===== config.mk =====
export PLATFORM = sky130hd
export DESIGN_NAME = preemphasis_filter
export DESIGN_NICKNAME = d
export VERILOG_FILES = /design/src/hw/rtl/pe_pkg.sv /design/src/hw/rtl/pe_mac.sv /design/src/hw/rtl/preemphasis_filter.sv
export SDC_FILE = /design/constraint.sdc
export NUM_CORES = 1
export LEC_CHECK = 0
export BUFFER_PORTS_ARGS = -buffer_cell sky130_fd_sc_hd__buf_2
export CAP_MARGIN = 5
export CORE_MARGIN = 5
export CORE_UTILIZATION = 30
export DETAILED_ROUTE_END_ITERATION = 6
export SYNTH_ARGS = -nofsm -noshare
export SYNTH_HDL_FRONTEND = slang
export SYNTH_SLANG_ARGS = --single-unit

===== constraint.sdc =====
create_clock -name clk_i -period 22 [get_ports clk_i]
set_clock_uncertainty 0.15 [all_clocks]
set_input_delay 3.3 -clock clk_i [delete_from_list [all_inputs] [get_ports clk_i]]
set_output_delay 3.3 -clock clk_i [all_outputs]
set_load 0.02 [all_outputs]

===== src/hw/rtl/pe_pkg.sv =====
`timescale 1ns / 1ps

package pe_pkg;

  localparam int SAMPLE_WIDTH    = 16;
  localparam int OUTPUT_WIDTH    = 16;
  localparam int COEFF_FRAC_BITS = 15;
  localparam int COEFF_WIDTH     = 16;
  localparam int BORDER_WIDTH    = 2;
  localparam int CFG_INDEX_WIDTH = 1;
  localparam int CFG_DATA_WIDTH  = 16;

  // accumulator wide enough for x << frac, the product and the output range
  localparam int PROD_WIDTH  = SAMPLE_WIDTH + COEFF_WIDTH;
  localparam int SHIFT_WIDTH = SAMPLE_WIDTH + COEFF_FRAC_BITS + 1;
  localparam int SPAN_WIDTH  = OUTPUT_WIDTH + COEFF_FRAC_BITS;
  localparam int MAX_A       = (PROD_WIDTH > SHIFT_WIDTH) ? PROD_WIDTH : SHIFT_WIDTH;
  localparam int ACC_WIDTH   = ((MAX_A > SPAN_WIDTH) ? MAX_A : SPAN_WIDTH) + 1;

  localparam logic [CFG_INDEX_WIDTH-1:0] REG_COEFF       = CFG_INDEX_WIDTH'(0);
  localparam logic [CFG_INDEX_WIDTH-1:0] REG_BORDER_MODE = CFG_INDEX_WIDTH'(1);

  localparam logic [BORDER_WIDTH-1:0] BORDER_ZERO    = BORDER_WIDTH'(0);
  localparam logic [BORDER_WIDTH-1:0] BORDER_CLAMP   = BORDER_WIDTH'(1);
  localparam logic [BORDER_WIDTH-1:0] BORDER_REFLECT = BORDER_WIDTH'(2);

  // 0.97 in Q1.15
  localparam logic signed [COEFF_WIDTH-1:0] COEFF_RESET = COEFF_WIDTH'(31785);

  typedef struct packed {
    logic signed [SAMPLE_WIDTH-1:0] x;
    logic signed [SAMPLE_WIDTH-1:0] b;
    logic                           last;
  } pe_job_t;

endpackage


===== src/hw/rtl/pe_mac.sv =====
`timescale 1ns / 1ps

module pe_mac (
  input  pe_pkg::pe_job_t                         job_i,
  input  logic signed [pe_pkg::COEFF_WIDTH-1:0]   coeff_i,
  output logic signed [pe_pkg::OUTPUT_WIDTH-1:0]  result_o
);
  import pe_pkg::*;

  localparam int Q_WIDTH = ACC_WIDTH - COEFF_FRAC_BITS;
  localparam logic signed [Q_WIDTH-1:0] Q_HI =
    Q_WIDTH'((64'sd1 <<< (OUTPUT_WIDTH - 1)) - 64'sd1);
  localparam logic signed [Q_WIDTH-1:0] Q_LO = ~Q_HI;
  localparam logic signed [ACC_WIDTH-1:0] HALF =
    ACC_WIDTH'(64'sd1 <<< (COEFF_FRAC_BITS - 1));

  logic signed [PROD_WIDTH-1:0]   prod;
  logic signed [ACC_WIDTH-1:0]    x_ext;
  logic signed [ACC_WIDTH-1:0]    prod_ext;
  logic signed [ACC_WIDTH-1:0]    acc;
  logic signed [ACC_WIDTH-1:0]    rnd;
  logic signed [ACC_WIDTH-1:0]    neg_fix;
  logic signed [Q_WIDTH-1:0]      q;

  assign prod     = $signed(job_i.b) * coeff_i;
  assign prod_ext = ACC_WIDTH'(prod);
  assign x_ext    = ACC_WIDTH'($signed(job_i.x)) <<< COEFF_FRAC_BITS;
  assign acc      = x_ext - prod_ext;

  // half away from zero: negative values round with half minus one
  assign neg_fix  = $signed({{(ACC_WIDTH - 1){1'b0}}, acc[ACC_WIDTH-1]});
  assign rnd      = acc + HALF - neg_fix;
  assign q        = $signed(rnd[ACC_WIDTH-1:COEFF_FRAC_BITS]);

  always_comb begin
    if (q > Q_HI) begin
      result_o = Q_HI[OUTPUT_WIDTH-1:0];
    end else if (q < Q_LO) begin
      result_o = Q_LO[OUTPUT_WIDTH-1:0];
    end else begin
      result_o = q[OUTPUT_WIDTH-1:0];
    end
  end

endmodule


===== src/hw/rtl/preemphasis_filter.sv =====
`timescale 1ns / 1ps

// channel  | handshake                 | payload
// ---------+---------------------------+------------------------------
// input    | in_valid_i / in_ready_o   | sample_i, last_i
// output   | out_valid_o / out_ready_i | result_o, result_last_o
// config   | cfg_we_i                  | cfg_index_i, cfg_wdata_i
//
// one sample per clock while results drain; a job goes through the job stage
// register, then the result register; the second sample of a reflect record
// yields two results, so the single filter datapath holds off the next input
// async active-low reset: record at start, coeff 0.97, border mode clamp
// a stalled result does not block the next input while the job stage is free

module preemphasis_filter (
  input  logic                                        clk_i,
  input  logic                                        rst_ni,
  input  logic                                        in_valid_i,
  output logic                                        in_ready_o,
  input  logic signed [pe_pkg::SAMPLE_WIDTH-1:0]      sample_i,
  input  logic                                        last_i,
  output logic                                        out_valid_o,
  input  logic                                        out_ready_i,
  output logic signed [pe_pkg::OUTPUT_WIDTH-1:0]      result_o,
  output logic                                        result_last_o,
  input  logic                                        cfg_we_i,
  input  logic [pe_pkg::CFG_INDEX_WIDTH-1:0]          cfg_index_i,
  input  logic [pe_pkg::CFG_DATA_WIDTH-1:0]           cfg_wdata_i
);
  import pe_pkg::*;

  typedef enum logic [1:0] {
    POS_START,
    POS_INSIDE,
    POS_HELD
  } pos_e;

  pos_e                            pos_q, pos_d;
  logic signed [SAMPLE_WIDTH-1:0]  prev_q;
  logic signed [COEFF_WIDTH-1:0]   coeff_q;
  logic [BORDER_WIDTH-1:0]         border_q;

  logic                            s1_valid_q, s1_valid_d;
  logic                            s1_second_q, s1_second_d;
  pe_job_t                         s1_job_q, s1_job_d;
  pe_job_t                         s1_next_q, s1_next_d;

  logic                            out_valid_q;
  logic signed [OUTPUT_WIDTH-1:0]  result_q;
  logic                            result_last_q;

  logic                            in_acc;
  logic                            out_free;
  logic                            s1_adv;
  logic                            new_valid;
  logic                            new_second;
  pe_job_t                         new_job;
  pe_job_t                         new_next;
  logic signed [OUTPUT_WIDTH-1:0]  mac_result;

  assign out_free   = !out_valid_q || out_ready_i;
  assign s1_adv     = s1_valid_q && out_free;
  assign in_ready_o = !s1_valid_q || (s1_adv && !s1_second_q);
  assign in_acc     = in_valid_i && in_ready_o;

  // turn one input into zero, one or two filter jobs
  always_comb begin
    new_valid  = 1'b1;
    new_second = 1'b0;
    new_job    = '{x: sample_i, b: prev_q, last: last_i};
    new_next   = '{x: sample_i, b: prev_q, last: last_i};
    pos_d      = last_i ? POS_START : POS_INSIDE;
    case (pos_q)
      POS_START: begin
        if (border_q == BORDER_REFLECT && !last_i) begin
          new_valid = 1'b0;
          pos_d     = POS_HELD;
        end else begin
          new_job.b = (border_q == BORDER_ZERO) ? '0 : sample_i;
        end
      end
      POS_HELD: begin
        new_job    = '{x: prev_q, b: sample_i, last: 1'b0};
        new_second = 1'b1;
      end
      default: begin
      end
    endcase
  end

  always_comb begin
    s1_valid_d  = s1_valid_q;
    s1_second_d = s1_second_q;
    s1_job_d    = s1_job_q;
    s1_next_d   = s1_next_q;
    if (in_acc) begin
      s1_valid_d  = new_valid;
      s1_second_d = new_second;
      s1_job_d    = new_job;
      s1_next_d   = new_next;
    end else if (s1_adv) begin
      if (s1_second_q) begin
        s1_job_d    = s1_next_q;
        s1_second_d = 1'b0;
      end else begin
        s1_valid_d  = 1'b0;
      end
    end
  end

  pe_mac u_mac (
    .job_i    (s1_job_q),
    .coeff_i  (coeff_q),
    .result_o (mac_result)
  );

  always_ff @(posedge clk_i or negedge rst_ni) begin
    if (!rst_ni) begin
      pos_q       <= POS_START;
      prev_q      <= '0;
      coeff_q     <= COEFF_RESET;
      border_q    <= BORDER_CLAMP;
      s1_valid_q  <= 1'b0;
      s1_second_q <= 1'b0;
      out_valid_q <= 1'b0;
    end else begin
      if (cfg_we_i) begin
        case (cfg_index_i)
          REG_COEFF:       coeff_q  <= $signed(cfg_wdata_i[COEFF_WIDTH-1:0]);
          REG_BORDER_MODE: border_q <= cfg_wdata_i[BORDER_WIDTH-1:0];
          default: begin
          end
        endcase
      end
      if (in_acc) begin
        pos_q  <= pos_d;
        prev_q <= sample_i;
      end
      s1_valid_q  <= s1_valid_d;
      s1_second_q <= s1_second_d;
      if (s1_adv) begin
        out_valid_q <= 1'b1;
      end else if (out_ready_i) begin
        out_valid_q <= 1'b0;
      end
    end
  end

  always_ff @(posedge clk_i) begin
    s1_job_q  <= s1_job_d;
    s1_next_q <= s1_next_d;
    if (s1_adv) begin
      result_q      <= mac_result;
      result_last_q <= s1_job_q.last;
    end
  end

  assign out_valid_o   = out_valid_q;
  assign result_o      = result_q;
  assign result_last_o = result_last_q;

endmodule


==> flow_summary.yaml, run 1 <==
clocking:
  ctsHoldBuffers: 0
  htree_levels: 4
  clock_path_buffers: 2
  cts_tree: "built"
  clk_pin_slew_ns: 0.06
  post_cts_resized: 0
  clk_latency_ns: 0.44
  cts_root_buffer: "clkbuf_16"
  cts_buffers: 17
  clock-sinks: 122
  cts_post_setup_buffers_inserted: 0
route:
  wl_mm: 43.1
  vias: 12700
  drcViolationCount: 0
  routedWlPerCell_um: 16.0
  first_pass_iters: 5
  drtAntennaViolNets: 0
  drtIter0Drc: 658
  vias_per_cell: 4.70
synthesis:
  synth-simple-area-share_pct: 14.2
  ys_seq_elements: 122
  syn_area_um2: 17800
  synth-compound-area-share_pct: 9.75
  ys_seq_area_share_pct: 19.5
  synth_xor_xnor_area_share_pct: 2.89
  synth.area.mux_share_pct: 1.42
  syn_avg_cell_area_um2: 9.38
  synth_top_family_by_area: "adder cells"
  yosys_warnings: 0
  syn_inst: 1902
  synth_edf_count: 83
  syn-num-nets: 2363
  synth_cell_types: 68
  synth_top_area_share_pct: 32.6
  synth_async_sr_flop_share_pct: 32.0
  synthAdderAreaFrac_pct: 41.8
  synthFlopType: "edfxtp_1"
  synth_largest_area_cell: "fa_1"
  synth_area_leaders: "fa_1, edfxtp_1, ha_1, inv_1, nand2_1"
floorplan:
  io_pins: 58
  fp-row-count: 89
  coreArea_um2: 58900
  die_x_um: 254
  die_height_um: 254
  die_area_um2: 64400
  floorplan.initialDensity_pct: 30.3
placement:
  place_area_um2: 18900
  gp_congestion: 0.851
  io_buffers: 57
  dp_hpwl_mm: 34.4
timing:
  slew_headroom_pct: 28.4
  rsz0062_at_grt: "no"
  slew_viol_final: 0
  fin_crit_sh_pct: 43.2
  hold_slack_ns: 0.288
  period_minus_slack_ns: 9.51
  hold_viol: 0
  final.setup.tns_ns: 0
  fmax_mhz: 105
  worst_slew_pin_slew_ns: 1.07
  finalSetupViolCount: 0
setup_path:
  timing.rr.end: "result_o[10]"
  path_common_cell: "fa_1"
  cp-start-kind: "register"
  end_kind: "register"
  max_stage_delay_ns: 0.88
  reg2regPathDepth: 32
  crit_type: "reg -> reg"
  path_delay_family: "adder cells"
  endpoint: "result_o[10]"
  critPathRequiredTime_ns: 22.02
  crit_slowest_cell: "edfxtp_1"
  reg2reg_slack_ns: 12.49
  critPathBufInv: 5
  startpoint: "s1_job_q[10]"
  crit_path_max_fanout: 16
  cp.arrival_ns: 9.53
  cp.depth: 32
  rr_startpoint: "s1_job_q[10]"
run:
  drv_cap: 0
run_status:
  status: "finished, final reports clean"
global_routing:
  grt_overflow: 0
  grt_first_pass_wirelength_mm: 72.8
  grt_pass1_vias: 14100
  antenna_found_initial: 1
  grt_max_degree: 100
  track_usage_pct: 14.0
finish:
  syn2layout_area_growth_pct: 9.18
  final_net_count: 2380
  fillCellCount: 5958
  final_area_um2: 19500
  drive_gt1_share_pct: 7.66
  fin_util_pct: 33.0
  antenna-diode-count: 0
min_path:
  hp-class: "reg -> reg"
-- sequential cells by signal, summed over array words and instances, names as in the netlist --
signal         cells
s1_valid_q         1
out_valid_o        1
s1_job_q          33
pos_q              2
prev_q            16
border_q           2
coeff_q           16
s1_next_q         33
s1_second_q        1
result_o          16
result_last_o      1
-- worst reg2reg max path, delay by kind of cell (launching register included) --
kind / cells / cell delay (ns)
and+or+nand+nor: 3 / 0.43
buffers and inverters: 5 / 0.26
DFF: 1 / 0.88
adders and majority gates: 8 / 3.74
xor gates and xnor gates: 2 / 0.31
AOI/OAI and AO/OA: 14 / 3.45
-- metal layers --
layer	track usage [%]	vias to the layer above	share of wire (%)	wire (µm)
met5	0	-	0	0
met4	3.90	0	2.0	850
met3	2.04	63	4.0	1710
met2	24.9	301	50	21600
met1	18.0	6404	44	19000
li1	-	5959	-	-
-- per-stage QoR --
step | setup WS [ns] | instances
finish | 12.49 | 2705
global route | 11.78 | 2705
CTS | 12.55 | 2705
detailed placement | 12.58 | 2673
global placement | 12.71 | 2673
floorplan | 13.35 | 1902
-- worst min-delay path by stage --
| stage | start | endpoint | cells after the start |
|---|---|---|---|
| 6_report | s1_job_q[0] | result_last_o | 0 |
| 3_5_place_dp | s1_job_q[0] | result_last_o | 0 |
| 2_1_floorplan | s1_job_q[0] | result_last_o | 0 |
| 4_1_cts | s1_job_q[0] | result_last_o | 0 |
| 3_3_place_gp | s1_job_q[0] | result_last_o | 0 |
| 5_1_grt | s1_job_q[0] | result_last_o | 0 |
-- cell usage after synthesis (9+ instances only) --
cell / n
a21o_1: 32
dfstp_2: 9
dfrtp_1: 30
nand2_1: 245
mux2_2: 18
o21bai_1: 14
fa_1: 290
a21oi_1: 69
nand4_1: 11
o21ai_0: 34
xor2_1: 16
nor2_1: 76
nand2b_1: 15
xnor2_1: 36
edfxtp_1: 83
o21ai_1: 13
ha_1: 132
nand3_1: 12
nor2b_1: 25
nor3_1: 9
clkbuf_1: 63
a31oi_1: 21
inv_1: 421
o21a_1: 11
and2_1: 121
a221oi_1: 16
-- cell type report --
| class | count | area [µm²] | share of cell area (%) |
|---|---|---|---|
| multi-input combinational | 1288 | 12500 | 64.2 |
| sequential | 122 | 3480 | 17.9 |
| inverter | 422 | 1580 | 8.14 |
| tap | 773 | 967 | 4.97 |
| clock buffer | 19 | 433 | 2.22 |
| timing repair buffer | 68 | 368 | 1.89 |
| clock inverter | 13 | 144 | 0.739 |
-- cell usage in the layout (no fill, tap or decap), drive strengths merged, types with 32 or more instances in the layout --
master / netlist / final
xnor2: 39 / 39
o21ai: 50 / 50
buf: 7 / 68
nand2: 245 / 245
nor2: 76 / 76
and2: 121 / 121
ha: 132 / 132
edfxtp: 83 / 83
inv: 422 / 425
fa: 290 / 290
a21o: 32 / 32
a21oi: 71 / 71
-- cells by family after synthesis --
family,after synthesis
and+or+nand+nor,533
buffers and inverters,492
adders and majority gates,422
AOI/OAI and AO/OA,255
DFF,122
xor gates and xnor gates,55
muxes,23
Power of run 1 is not shown: default switching activity piles up to over one toggle a cycle in this logic, so the estimate is an artifact.
==> inputs of run 2 (changes only) <==
ABC_AREA = 1   (was unset)
clock period = 9.5 ns   (was 22 ns; I/O delays follow)
==> run 2 against run 1 <==
Die area is 3.7% higher. Register-to-register slack got worse by 12 ns. Non-clock buffer count down 1. Flip-flop and latch count unchanged. Highest routed layer unchanged.
==> flow_summary.yaml, run 2 <==
floorplan:
  floorplan.initialDensity_pct: 30.1
  io_pins: 58
  die_area_um2: 66800
  die_height_um: 258
  coreArea_um2: 61500
  die_x_um: 258
  fp-row-count: 91
min_path:
  whs_path_depth: 0
  min_from: "s1_job_q[0]"
  hp-class: "reg -> reg"
  holdPathEnd: "result_last_o"
global_routing:
  track_usage_pct: 14.2
  antenna_found_initial: 0
  grt_max_degree: 67
  grt_pass1_vias: 14800
  grt_overflow: 0
  grt_first_pass_wirelength_mm: 76.4
run:
  drv_cap: 0
clocking:
  clock-sinks: 122
  ctsHoldBuffers: 0
  clock_path_buffers: 2
  clk_latency_ns: 0.44
  clk_pin_slew_ns: 0.06
  htree_levels: 4
  cts_tree: "built"
  post_cts_resized: 0
  cts_buffers: 17
  cts_post_setup_buffers_inserted: 0
  cts_root_buffer: "clkbuf_16"
placement:
  gp_congestion: 0.880
  dp_hpwl_mm: 36.6
  pre_cts_ws_ns: 0.872
  io_buffers: 57
  placed_cells: 3046
route:
  vias: 13800
  vias_per_cell: 4.48
  wl_mm: 45.0
  drtAntennaViolNets: 0
  routedWlPerCell_um: 14.6
  drcViolationCount: 0
  first_pass_iters: 5
  drtIter0Drc: 821
finish:
  final_cell_mix: "inv_1, nand2_1, fa_1, ha_1, edfxtp_1"
  fin_util_pct: 32.7
  antenna-diode-count: 0
  layoutNonFillerInstCount: 3077
  drive_gt1_share_pct: 8.53
  final_common_cell: "inv_1"
  reg.largest.list: "s1_job_q (33), s1_next_q (33)"
  syn2layout_area_growth_pct: 8.55
  fillCellCount: 6456
  final_net_count: 2736
synthesis:
  synth.most_common_cell: "inv_1"
  ys_seq_area_share_pct: 18.8
  syn_avg_cell_area_um2: 8.16
  synth_largest_area_cell: "fa_1"
  netlist_top_cells_count: "inv_1, nand2_1, fa_1"
  synthFlopType: "edfxtp_1"
  syn-num-nets: 2730
  ys_seq_elements: 122
  synth_top_area_share_pct: 31.3
  synth_async_sr_flop_share_pct: 32.0
  synth_area_leaders: "fa_1, edfxtp_1, inv_1, nand2_1, ha_1"
  synth_cell_types: 57
  synth_edf_count: 83
  syn_area_um2: 18500
  yosys_warnings: 0
  syn_inst: 2269
setup_path:
  crit_slowest_cell: "edfxtp_1"
  reg2reg_slack_ns: 0.83
  cp-start-kind: "register"
  crit_path_max_fanout: 16
  max_stage_delay_ns: 0.89
  end_kind: "register"
  critPathRequiredTime_ns: 9.54
  crit_type: "reg -> reg"
  timing.rr.end: "result_o[4]"
  rr_startpoint: "s1_job_q[8]"
  reg2regPathDepth: 34
  cp.arrival_ns: 8.72
timing:
  fin_crit_sh_pct: 91.3
  slew_viol_final: 0
  rsz0062_at_grt: "no"
  period_minus_slack_ns: 8.67
  final.setup.tns_ns: 0
  finalSetupViolCount: 0
  hold_viol: 0
  slew_headroom_pct: 32.6
  worst_slew_pin_slew_ns: 1.01
  setup_slack_ns: 0.827
  fmax_mhz: 115
run_status:
  status: "finished, final reports clean"
-- run 2: per-layer routing --
layer / wire length (µm) / GRT usage [%] / part of all wire [%] / vias to the layer above
met1: 19100 / 17.4 / 42 / 6749
met5: 0 / 0 / 0 / -
met3: 1620 / 1.80 / 3.6 / 54
met4: 860 / 3.44 / 1.9 / 0
li1: - / - / - / 6719
met2: 23400 / 26.4 / 52 / 275
-- run 2: stage by stage --
stage	cell area (µm²)	hold WS, ns
2_1_floorplan	18500	0.250
3_3_place_gp	19500	0.253
3_5_place_dp	19500	0.267
4_1_cts	20100	0.285
5_1_grt	20100	0.302
6_report	20100	0.284
-- run 2: worst max path at each step --
stage | slack, ns | depth (start not counted) | startpoint | end
after floorplan | 1.50 | 38 | coeff_q[5] | result_o[5]
after global placement | 0.97 | 34 | s1_job_q[10] | result_o[2]
after detailed placement | 0.87 | 34 | s1_job_q[8] | result_o[4]
after CTS | 0.86 | 34 | s1_job_q[8] | result_o[4]
after global routing | 0.26 | 36 | s1_job_q[9] | result_o[4]
final | 0.83 | 34 | s1_job_q[8] | result_o[4]
-- run 2: kinds of logic after synthesis --
kind of cell	Yosys count	share of synthesized area [%]
simple gates	769	17.5
buf+inv	713	14.7
fa+ha+maj	422	40.3
compound gates	190	6.04
flops	122	18.8
xor+xnor	41	2.06
mux	12	0.730
-- run 2: critical path: cells and delay by family, from the launching register on --
kind	cells	cell delay, ns
adder cells (fa/ha/maj)	8	3.68
AO/OA/AOI/OAI	9	1.74
AND/OR/NAND/NOR	10	1.40
flip-flops	1	0.89
buffers and inverters	6	0.33
XOR/XNOR	1	0.22
-- run 2: area by class of cell --
cell class	instances	area (µm²)	share of cell area, %
Tap cell	790	988	4.92
Clock buffer	17	425	2.12
Sequential cell	122	3480	17.3
Inverter	633	2380	11.8
Clock inverter	14	138	0.685
Timing Repair Buffer	67	360	1.79
Multi-Input combinational cell	1434	12300	61.4
Power of run 2 is left out for the same reason.
